===== src/rtl/gmsp_pkg.sv =====
`timescale 1ns / 1ps
`default_nettype none
// ----------------------------------------------------------------------------
// gmsp_pkg
// Shared types and constants of the grid maze shortest path block.
// ----------------------------------------------------------------------------
package gmsp_pkg;

	localparam int COORD_W      = 3;
	localparam int MARK_W       = 7;
	localparam int CFG_W        = 4;
	localparam int CFG_IDX_W    = 3;
	localparam int DEF_MAX_ROWS = 8;
	localparam int DEF_MAX_COLS = 8;

	localparam logic [CFG_IDX_W-1:0] REG_ROWS      = 3'd0;
	localparam logic [CFG_IDX_W-1:0] REG_COLS      = 3'd1;
	localparam logic [CFG_IDX_W-1:0] REG_START_ROW = 3'd2;
	localparam logic [CFG_IDX_W-1:0] REG_START_COL = 3'd3;
	localparam logic [CFG_IDX_W-1:0] REG_GOAL_ROW  = 3'd4;
	localparam logic [CFG_IDX_W-1:0] REG_GOAL_COL  = 3'd5;

	localparam logic [CFG_W-1:0]   RST_ROWS      = 4'd6;
	localparam logic [CFG_W-1:0]   RST_COLS      = 4'd6;
	localparam logic [COORD_W-1:0] RST_START_ROW = 3'd5;
	localparam logic [COORD_W-1:0] RST_START_COL = 3'd5;
	localparam logic [COORD_W-1:0] RST_GOAL_ROW  = 3'd0;
	localparam logic [COORD_W-1:0] RST_GOAL_COL  = 3'd0;

	localparam logic OP_LOAD  = 1'b0;
	localparam logic OP_SOLVE = 1'b1;

	typedef enum logic [1:0] {
		DIR_UP    = 2'd0,
		DIR_RIGHT = 2'd1,
		DIR_DOWN  = 2'd2,
		DIR_LEFT  = 2'd3
	} dir_t;

	typedef struct packed {
		logic [COORD_W-1:0] row;
		logic [COORD_W-1:0] col;
	} cell_t;

endpackage
`default_nettype wire


===== src/rtl/grid_maze_shortest_path.sv =====
`timescale 1ns / 1ps
`default_nettype none
// ----------------------------------------------------------------------------
// grid_maze_shortest_path
// Depth-first maze search with distance relaxation over RAM-held state.
// ----------------------------------------------------------------------------
// A load transaction (tuser 0) writes one wall bit. A solve transaction
// (tuser 1) runs the setup states ST_START, ST_CHK_G and ST_CHK_E, then
// skips a direction that leaves the grid in ST_ISSUE, takes every neighbour
// inside it through ST_ISSUE and ST_CHECK (mark RAM read, then decide), pops
// through ST_POPW (stack RAM read of the new top), and copies the stack to
// the best-path RAM each time the goal is reached; the run is bounded by the
// search itself. The path then leaves one result at a time, each held until
// m_tready is high, from the best-path RAM read port, start cell first, tlast
// on the goal. No path, a start or goal outside the grid, or a wall at start
// or goal, gives one result with tuser (found) clear. Distance marks carry a
// valid bit per cell, cleared at the start of every solve.
module grid_maze_shortest_path #(
	parameter int MAX_ROWS = gmsp_pkg::DEF_MAX_ROWS,
	parameter int MAX_COLS = gmsp_pkg::DEF_MAX_COLS
) (
	input  wire        clk,
	input  wire        arst_n,
	input  wire        s_tvalid,
	output logic       s_tready,
	input  wire  [7:0] s_tdata,   // cell_row[2:0], cell_col[5:3], cell_wall[6], zero[7]
	input  wire        s_tuser,   // opcode
	output logic       m_tvalid,
	input  wire        m_tready,
	output logic [7:0] m_tdata,   // step_row[2:0], step_col[5:3], zero[7:6]
	output logic       m_tuser,   // found
	output logic       m_tlast,   // last_step
	input  wire        cfg_we,
	input  wire  [gmsp_pkg::CFG_IDX_W-1:0] cfg_index,
	input  wire  [gmsp_pkg::CFG_W-1:0]     cfg_data
);

	localparam int RB     = $clog2(MAX_ROWS);
	localparam int CB     = $clog2(MAX_COLS);
	localparam int AW     = RB + CB;
	localparam int ADEPTH = 1 << AW;
	localparam int NCELLS = MAX_ROWS * MAX_COLS;
	localparam int SW     = $clog2(NCELLS);
	localparam int DW     = $clog2(NCELLS + 1);
	localparam int MW     = gmsp_pkg::MARK_W;
	localparam int QW     = gmsp_pkg::COORD_W;
	localparam int FW     = gmsp_pkg::CFG_W;

	typedef enum logic [12:0] {
		ST_IDLE  = 13'b0000000000001,
		ST_START = 13'b0000000000010,
		ST_CHK_G = 13'b0000000000100,
		ST_CHK_E = 13'b0000000001000,
		ST_ISSUE = 13'b0000000010000,
		ST_CHECK = 13'b0000000100000,
		ST_POPW  = 13'b0000001000000,
		ST_COPY  = 13'b0000010000000,
		ST_EMIT  = 13'b0000100000000,
		ST_EMITR = 13'b0001000000000,
		ST_OUTW  = 13'b0010000000000,
		ST_SPARE = 13'b0100000000000,
		ST_HOLD  = 13'b1000000000000
	} state_t;

	function automatic logic [AW-1:0] cell_addr(gmsp_pkg::cell_t c);
		return {c.row[RB-1:0], c.col[CB-1:0]};
	endfunction

	state_t                 state_q;
	logic [FW-1:0]          rows_q, cols_q;
	gmsp_pkg::cell_t        start_q, goal_q;
	logic [FW-1:0]          rows_eff, cols_eff;

	gmsp_pkg::cell_t        top_q, nb_q, nb_c;
	gmsp_pkg::dir_t         dir_q;
	logic                   nb_ok;
	logic [DW-1:0]          depth_q, cp_q, em_q, len_q;
	logic                   cp_vld_s1;
	logic [SW-1:0]          cp_idx_s1;

	logic [ADEPTH-1:0]      wvld_q, dvld_q;
	logic [AW-1:0]          wraddr_s1;

	logic                   out_found_q, out_last_q;
	gmsp_pkg::cell_t        out_cell_q;

	// RAM ports
	logic                   wall_we, wall_wdata, wall_rdata, wall_rd;
	logic [AW-1:0]          wall_waddr, wall_raddr;
	logic                   dist_we;
	logic [AW-1:0]          dist_waddr;
	logic [MW-1:0]          dist_wdata, dist_rdata;
	logic                   stk_we;
	logic [SW-1:0]          stk_waddr, stk_raddr;
	gmsp_pkg::cell_t        stk_wdata, stk_rdata;
	logic                   best_we;
	logic [SW-1:0]          best_waddr;
	gmsp_pkg::cell_t        best_wdata, best_rdata;

	logic                   in_acc, load_ok;
	gmsp_pkg::cell_t        in_cell;
	logic [MW:0]            here_p1;
	logic                   enter, full, at_goal, copy_busy, copy_done;

	assign s_tready = (state_q == ST_IDLE);
	assign in_acc   = s_tvalid && s_tready;
	assign in_cell  = '{row: s_tdata[2:0], col: s_tdata[5:3]};
	assign load_ok  = (32'(in_cell.row) < MAX_ROWS) && (32'(in_cell.col) < MAX_COLS);

	always_comb begin
		if (rows_q == '0)                rows_eff = FW'(1);
		else if (32'(rows_q) > MAX_ROWS) rows_eff = FW'(MAX_ROWS);
		else                             rows_eff = rows_q;
		if (cols_q == '0)                cols_eff = FW'(1);
		else if (32'(cols_q) > MAX_COLS) cols_eff = FW'(MAX_COLS);
		else                             cols_eff = cols_q;
	end

	// neighbour of the top cell in the current direction
	always_comb begin
		nb_c  = top_q;
		nb_ok = 1'b0;
		case (dir_q)
			gmsp_pkg::DIR_UP: begin
				nb_ok      = (top_q.row != '0);
				nb_c.row   = top_q.row - QW'(1);
			end
			gmsp_pkg::DIR_RIGHT: begin
				nb_ok      = (FW'(top_q.col) + FW'(1) < cols_eff);
				nb_c.col   = top_q.col + QW'(1);
			end
			gmsp_pkg::DIR_DOWN: begin
				nb_ok      = (FW'(top_q.row) + FW'(1) < rows_eff);
				nb_c.row   = top_q.row + QW'(1);
			end
			default: begin
				nb_ok      = (top_q.col != '0);
				nb_c.col   = top_q.col - QW'(1);
			end
		endcase
	end

	assign wall_rd = wvld_q[wraddr_s1] & wall_rdata;
	assign here_p1 = (MW+1)'(depth_q) + (MW+1)'(1);
	assign enter   = !wall_rd && (!dvld_q[cell_addr(nb_q)] || (here_p1 < {1'b0, dist_rdata}));
	assign full    = (depth_q >= DW'(NCELLS));
	assign at_goal = (nb_q == goal_q);
	assign copy_busy = (cp_q < depth_q);
	assign copy_done = !copy_busy && !cp_vld_s1;

	always_comb begin
		wall_we    = in_acc && (s_tuser == gmsp_pkg::OP_LOAD) && load_ok;
		wall_waddr = cell_addr(in_cell);
		wall_wdata = s_tdata[6];
		unique case (state_q)
			ST_START: wall_raddr = cell_addr(start_q);
			ST_CHK_G: wall_raddr = cell_addr(goal_q);
			default:  wall_raddr = cell_addr(nb_c);
		endcase

		dist_we    = 1'b0;
		dist_waddr = cell_addr(nb_q);
		dist_wdata = MW'(here_p1);
		stk_we     = 1'b0;
		stk_waddr  = depth_q[SW-1:0];
		stk_wdata  = nb_q;
		best_we    = 1'b0;
		best_waddr = depth_q[SW-1:0];
		best_wdata = goal_q;

		if (state_q == ST_CHK_E && !wall_rd) begin
			if (start_q == goal_q) begin
				best_we    = 1'b1;
				best_waddr = '0;
				best_wdata = start_q;
			end else begin
				dist_we    = 1'b1;
				dist_waddr = cell_addr(start_q);
				dist_wdata = MW'(1);
				stk_we     = 1'b1;
				stk_waddr  = '0;
				stk_wdata  = start_q;
			end
		end
		if (state_q == ST_CHECK && enter && !full) begin
			dist_we = 1'b1;
			stk_we  = !at_goal;
		end
		if (state_q == ST_COPY) begin
			if (cp_vld_s1) begin
				best_we    = 1'b1;
				best_waddr = cp_idx_s1;
				best_wdata = stk_rdata;
			end else if (copy_done) begin
				best_we    = 1'b1;
			end
		end

		stk_raddr = (state_q == ST_COPY) ? cp_q[SW-1:0] : SW'(depth_q - DW'(2));
	end

	gmsp_ram #(.WIDTH(1), .DEPTH(ADEPTH)) u_wall (
		.clk(clk), .we(wall_we), .waddr(wall_waddr), .wdata(wall_wdata),
		.raddr(wall_raddr), .rdata(wall_rdata)
	);

	gmsp_ram #(.WIDTH(MW), .DEPTH(ADEPTH)) u_dist (
		.clk(clk), .we(dist_we), .waddr(dist_waddr), .wdata(dist_wdata),
		.raddr(cell_addr(nb_c)), .rdata(dist_rdata)
	);

	gmsp_ram #(.WIDTH(2*QW), .DEPTH(NCELLS)) u_stack (
		.clk(clk), .we(stk_we), .waddr(stk_waddr), .wdata(stk_wdata),
		.raddr(stk_raddr), .rdata(stk_rdata)
	);

	gmsp_ram #(.WIDTH(2*QW), .DEPTH(NCELLS)) u_best (
		.clk(clk), .we(best_we), .waddr(best_waddr), .wdata(best_wdata),
		.raddr(em_q[SW-1:0]), .rdata(best_rdata)
	);

	always_ff @(posedge clk or negedge arst_n) begin
		if (!arst_n) begin
			rows_q  <= gmsp_pkg::RST_ROWS;
			cols_q  <= gmsp_pkg::RST_COLS;
			start_q <= '{row: gmsp_pkg::RST_START_ROW, col: gmsp_pkg::RST_START_COL};
			goal_q  <= '{row: gmsp_pkg::RST_GOAL_ROW, col: gmsp_pkg::RST_GOAL_COL};
		end else if (cfg_we) begin
			unique case (cfg_index)
				gmsp_pkg::REG_ROWS:      rows_q      <= cfg_data;
				gmsp_pkg::REG_COLS:      cols_q      <= cfg_data;
				gmsp_pkg::REG_START_ROW: start_q.row <= cfg_data[QW-1:0];
				gmsp_pkg::REG_START_COL: start_q.col <= cfg_data[QW-1:0];
				gmsp_pkg::REG_GOAL_ROW:  goal_q.row  <= cfg_data[QW-1:0];
				gmsp_pkg::REG_GOAL_COL:  goal_q.col  <= cfg_data[QW-1:0];
				default: ;
			endcase
		end
	end

	always_ff @(posedge clk) begin
		wraddr_s1 <= wall_raddr;
		cp_idx_s1 <= cp_q[SW-1:0];
	end

	always_ff @(posedge clk or negedge arst_n) begin
		if (!arst_n) begin
			state_q     <= ST_IDLE;
			wvld_q      <= '0;
			dvld_q      <= '0;
			depth_q     <= '0;
			len_q       <= '0;
			cp_q        <= '0;
			cp_vld_s1   <= 1'b0;
			em_q        <= '0;
			dir_q       <= gmsp_pkg::DIR_UP;
			top_q       <= '0;
			nb_q        <= '0;
			out_found_q <= 1'b0;
			out_last_q  <= 1'b0;
			out_cell_q  <= '0;
		end else begin
			if (wall_we) wvld_q[wall_waddr] <= 1'b1;
			if (dist_we) dvld_q[dist_waddr] <= 1'b1;
			unique case (state_q)
				ST_IDLE: begin
					if (in_acc && s_tuser == gmsp_pkg::OP_SOLVE) state_q <= ST_START;
				end
				ST_START: begin
					dvld_q  <= '0;
					depth_q <= '0;
					len_q   <= '0;
					em_q    <= '0;
					if (FW'(start_q.row) >= rows_eff || FW'(start_q.col) >= cols_eff ||
					    FW'(goal_q.row) >= rows_eff || FW'(goal_q.col) >= cols_eff) begin
						state_q <= ST_EMIT;
					end else begin
						state_q <= ST_CHK_G;
					end
				end
				ST_CHK_G: begin
					state_q <= wall_rd ? ST_EMIT : ST_CHK_E;
				end
				ST_CHK_E: begin
					if (wall_rd) begin
						state_q <= ST_EMIT;
					end else if (start_q == goal_q) begin
						len_q   <= DW'(1);
						state_q <= ST_EMIT;
					end else begin
						depth_q <= DW'(1);
						top_q   <= start_q;
						dir_q   <= gmsp_pkg::DIR_UP;
						state_q <= ST_ISSUE;
					end
				end
				ST_ISSUE: begin
					nb_q <= nb_c;
					if (nb_ok) begin
						state_q <= ST_CHECK;
					end else if (dir_q == gmsp_pkg::DIR_LEFT) begin
						depth_q <= depth_q - DW'(1);
						state_q <= (depth_q == DW'(1)) ? ST_EMIT : ST_POPW;
					end else begin
						dir_q <= gmsp_pkg::dir_t'(dir_q + 2'd1);
					end
				end
				ST_CHECK: begin
					if ((enter && full) || (!enter && dir_q == gmsp_pkg::DIR_LEFT)) begin
						depth_q <= depth_q - DW'(1);
						state_q <= (depth_q == DW'(1)) ? ST_EMIT : ST_POPW;
					end else if (!enter) begin
						dir_q   <= gmsp_pkg::dir_t'(dir_q + 2'd1);
						state_q <= ST_ISSUE;
					end else if (at_goal) begin
						cp_q      <= '0;
						cp_vld_s1 <= 1'b0;
						state_q   <= ST_COPY;
					end else begin
						depth_q <= depth_q + DW'(1);
						top_q   <= nb_q;
						dir_q   <= gmsp_pkg::DIR_UP;
						state_q <= ST_ISSUE;
					end
				end
				ST_POPW: begin
					top_q   <= stk_rdata;
					dir_q   <= gmsp_pkg::DIR_UP;
					state_q <= ST_ISSUE;
				end
				ST_COPY: begin
					// stream stack entries into the best path, goal cell last
					cp_vld_s1 <= copy_busy;
					if (copy_busy) cp_q <= cp_q + DW'(1);
					if (copy_done) begin
						len_q   <= depth_q + DW'(1);
						dir_q   <= gmsp_pkg::DIR_UP;
						state_q <= ST_ISSUE;
					end
				end
				ST_EMIT: begin
					if (len_q == '0) begin
						out_found_q <= 1'b0;
						out_cell_q  <= '0;
						out_last_q  <= 1'b1;
						state_q     <= ST_OUTW;
					end else begin
						state_q <= ST_EMITR;
					end
				end
				ST_EMITR: begin
					out_found_q <= 1'b1;
					out_cell_q  <= best_rdata;
					out_last_q  <= (em_q + DW'(1) == len_q);
					state_q     <= ST_OUTW;
				end
				ST_OUTW: begin
					if (m_tready) begin
						em_q    <= em_q + DW'(1);
						state_q <= out_last_q ? ST_IDLE : ST_EMIT;
					end
				end
				default: state_q <= ST_IDLE;
			endcase
		end
	end

	assign m_tvalid = (state_q == ST_OUTW);
	assign m_tdata  = {2'b00, out_cell_q.col, out_cell_q.row};
	assign m_tuser  = out_found_q;
	assign m_tlast  = out_last_q;

	a_depth_bound: assert property (@(posedge clk) disable iff (!arst_n)
		depth_q <= DW'(NCELLS)) else $error("stack depth beyond grid size");
	a_one_side: assert property (@(posedge clk) disable iff (!arst_n)
		!(s_tready && m_tvalid)) else $error("input taken while a result is pending");
	a_check_depth: assert property (@(posedge clk) disable iff (!arst_n)
		(state_q == ST_CHECK) |-> (depth_q != '0)) else $error("neighbour check on empty stack");
	a_nopath_last: assert property (@(posedge clk) disable iff (!arst_n)
		(m_tvalid && !m_tuser) |-> m_tlast) else $error("no-path result without tlast");

endmodule
`default_nettype wire


===== src/rtl/gmsp_ram.sv =====
`timescale 1ns / 1ps
`default_nettype none
// ----------------------------------------------------------------------------
// gmsp_ram
// Simple dual-port RAM: one write port, one registered read port.
// ----------------------------------------------------------------------------
module gmsp_ram #(
	parameter int WIDTH = 1,
	parameter int DEPTH = 2
) (
	input  wire                      clk,
	input  wire                      we,
	input  wire  [$clog2(DEPTH)-1:0] waddr,
	input  wire  [WIDTH-1:0]         wdata,
	input  wire  [$clog2(DEPTH)-1:0] raddr,
	output logic [WIDTH-1:0]         rdata
);

	logic [WIDTH-1:0] mem [DEPTH];

	always_ff @(posedge clk) begin
		if (we) begin
			mem[waddr] <= wdata;
		end
		rdata <= mem[raddr];
	end

endmodule
`default_nettype wire


===== config.mk =====
export PLATFORM = sky130hd
export DESIGN_NAME = grid_maze_shortest_path
export DESIGN_NICKNAME = d
export VERILOG_FILES = /design/src/rtl/gmsp_pkg.sv /design/src/rtl/grid_maze_shortest_path.sv /design/src/rtl/gmsp_ram.sv
export SDC_FILE = /design/constraint.sdc
export NUM_CORES = 2
export LEC_CHECK = 0
export ABC_CLOCK_PERIOD_IN_PS = 16200
export BUFFER_PORTS_ARGS = -buffer_cell sky130_fd_sc_hd__buf_2
export CAP_MARGIN = 25
export CORE_UTILIZATION = 40
export DETAILED_ROUTE_END_ITERATION = 12
export PLACE_DENSITY = 0.56
export SYNTH_ARGS = -nofsm -noshare
export SYNTH_HDL_FRONTEND = slang
export SYNTH_SLANG_ARGS = --single-unit
export TNS_END_PERCENT = 10

===== constraint.sdc =====
create_clock -name clk -period 16.2 [get_ports clk]
set_input_delay 2.43 -clock clk [delete_from_list [all_inputs] [get_ports clk]]
set_output_delay 2.43 -clock clk [all_outputs]
set_load 0.01 [all_outputs]

==> flow_summary.ini <==
[run_status]
status = finished, final reports clean

[route]
drt-initial-drc-count = 2653
drc_errors = 0
antenna_left = 0
wl_per_cell_um = 25.19
viasPerCell = 5.542
vias = 32980
wirelength_um = 149900
first_pass_iters = 6

[clock_network]
numCtsBuffers = 160
clk_pin_slew_ps = 60
cts_resized = 0
cts_max_level = 4
clock_latency_ps = 800
clock_path_buffers = 3
postCtsHoldBufs = 0
cts.sinks = 1522
cts_setup_buffers = 0
clock_tree.root_cell = clkbuf_16
cts_tree = yes

[global_routing]
grt_max_degree = 121
grt_pass1_vias = 33740
antenna_found_initial = 11
track_usage = 0.1867
grt_pass1_wl_um = 223900
grt_remaining_overflow = 0

[logic_synthesis]
yosysTopAreaCell = edfxtp_1
synth-async-reset-ratio = 0.1380
syn_area_sq_mm = 0.06347
synth_common_cells = edfxtp_1 (1280), mux2i_1 (415), mux4_2 (292)
avgSynthCellArea_sq_um = 17.33
synth.most_common_cell = edfxtp_1
synthCells = 3662
ys_types = 96
ys.flop_type = edfxtp_1
synth_edf_count = 1280
yosysTopAreaCellShare = 0.6056
ys_top_cells_by_area = edfxtp_1 (61%), mux4_2 (10%), dfrtp_1 (7.9%), mux2i_1 (6.5%), nor2_1 (1.7%)
ys_seq_area_frac = 0.6987
ys_warn_count = 0
ys_ff_latch = 1522

[power_and_ir_drop]
switching_share = 0.2979
powerDensity_mw_per_mm2 = 151.8
switching_power_mw = 3.234
p_comb_frac = 0.250
p_total_mw = 10.85
power.leakage_nw = 25.71
peakVddDrop_mv = 0.1329
power.share.sequential = 0.418
internal_power_mw = 7.620
clkPwrFrac = 0.332

[sta]
fmax_mhz = 168.9
setup_viol = 0
fin_setup_tns_ps = 0
relSlewSlack = 0.1346
fin_skew_ps = 49.63
hold_violations = 0
drv_slew = 0
postLayoutSetupSlackWorst_ps = 10280
grt_setup_unrepaired = false
tightest_slew_ps = 1298
post-route-period-util = 0.3655
period_minus_slack_ps = 5921

[worst_setup_path]
cp-start-kind = flop
cp_data_required_time_ps = 16580
ff2ff_path_depth = 11
crit_fanout = 18
cpMaxStageDelayCell = nor3_1
worstPathCellList = inv_1, ha_1, ha_1, a21boi_0, o21a_1, o21ai_0, a21oi_1, o22a_2, nor4b_4, nand4_1, nor3_1
cp-end-kind = flop
critPathKind = reg2reg
crit_path_frequent_cell = ha_1
arrival_ps = 6310
crit_path_max_incr_delay_ps = 1080

[die]
die_x_um = 400.3
core-area_sq_mm = 0.1569
start_util = 0.4044
num_io_pins = 33
die_height_um = 400.3
rows = 145
dieArea_sq_mm = 0.1603

[place]
place_area_sq_mm = 0.06619
placed_cells = 5643
dp_slack_ps = 10340
portBuffers = 29
gp_congestion = 0.8533
hpwlAfterDp_um = 92200

[finish]
fin_area_sq_mm = 0.07149
drive_above_1_share = 0.2062
area_growth_pct = 12.64
fin_nets = 3823
finalNonFillerCells = 5950

[job]
maxCapViolations = 0

[hold_path]
hold_path_depth = 1
hold_path_class = reg2reg
## flip-flops by register name (all words and copies together) (netlist names), 11 cells and up
| name | cells |
|---|---|
| wvld_q | 64 |
| state_q | 11 |
| u_best.mem | 384 |
| u_dist.mem | 448 |
| u_wall.mem | 64 |
| dvld_q | 64 |
| u_stack.mem | 384 |
## worst max-delay path, delay by kind of cell (launching register included)
family | cells | cell delay, ps
buffers and inverters | 1 | 350
AND/OR/NAND/NOR | 3 | 2460
flip-flops | 1 | 870
adder cells (fa/ha/maj) | 2 | 820
AO/OA/AOI/OAI | 5 | 980
## layout make-up
| class | instances | area [sq um] |
|---|---|---|
| diodes | 3 | 7.507 |
| inverters | 53 | 198.9 |
| flip-flops and latches | 1522 | 44360 |
| well taps | 2058 | 2575 |
| repair buffers | 106 | 809.5 |
| clock inverters | 85 | 833.3 |
| fillers | 13490 | 85440 |
| multi-input cells | 1910 | 18360 |
| clock buffers | 213 | 4357 |
## power groups by stage
stage / clock, mW / sequential [mW] / combinational, mW
5_1_grt: 3.82 / 4.54 / 2.90
3_5_place_dp: 0 / 4.61 / 2.75
2_1_floorplan: 0 / 4.56 / 1.87
3_3_place_gp: 0 / 4.61 / 2.73
4_1_cts: 3.68 / 4.53 / 2.76
6_report: 3.60 / 4.54 / 2.72
## cells by family (layout without fill, tap and decap cells)
logic type	count (synthesis)	count (layout)	synth area share
fa+ha+maj	49	49	0.009896
flops	1522	1522	0.6987
other cells	1	5	0.00005908
simple gates	745	745	0.05869
buf+inv	231	457	0.01577
mux	734	734	0.1739
xor+xnor	42	42	0.005796
compound gates	338	338	0.03726
## final timing paths
check,to,slack (ps),from
max reg2reg,u_stack.mem[63][5],10280,depth_q[0]
min in group asynchronous,wvld_q[44],1710,arst_n
min,m_tdata[2],450,u_best.rdata[5]
max,u_stack.mem[63][5],10280,depth_q[0]
max in group asynchronous,dvld_q[3],12790,arst_n
min reg2reg,m_tdata[2],450,u_best.rdata[5]
## placed cells by master (no fill, tap or decap), drive strengths merged, types with 13 or more instances in the layout
cell type     n
a211oi       24
a21oi        56
a22o         13
a22oi        13
a31oi        13
and2         16
and3         19
buf         104
clkbuf      214
clkinv       69
dfrtp       201
dfxtp        32
edfxtp     1280
ha           47
inv          58
mux2         27
mux2i       415
mux4        292
nand2       158
nand3        34
nand3b       16
nand4        17
nor2        281
nor2b        17
nor3         31
nor4         27
o21a         73
o21ai        67
or2          68
xnor2        20
xor2         22
## layer usage
layer / share of wire / vias up / wire [um] / track usage
met2: 0.47 / 834 / 71140 / 0.2953
li1: - / 14630 / - / -
met5: 0.00054 / - / 81 / 0
met1: 0.45 / 17280 / 67570 / 0.2660
met4: 0.023 / 12 / 3445 / 0.05270
met3: 0.051 / 223 / 7675 / 0.03174
## through the flow
stage / hold WS (ps) / utilization
floorplan: 420.3 / -
global placement: 439.6 / 0.4214
detailed placement: 442.5 / 0.4218
CTS: 456.1 / 0.4548
global route: 471.3 / 0.4556
finish: 454.1 / 0.4556
Power figures use the tool's default switching activity.
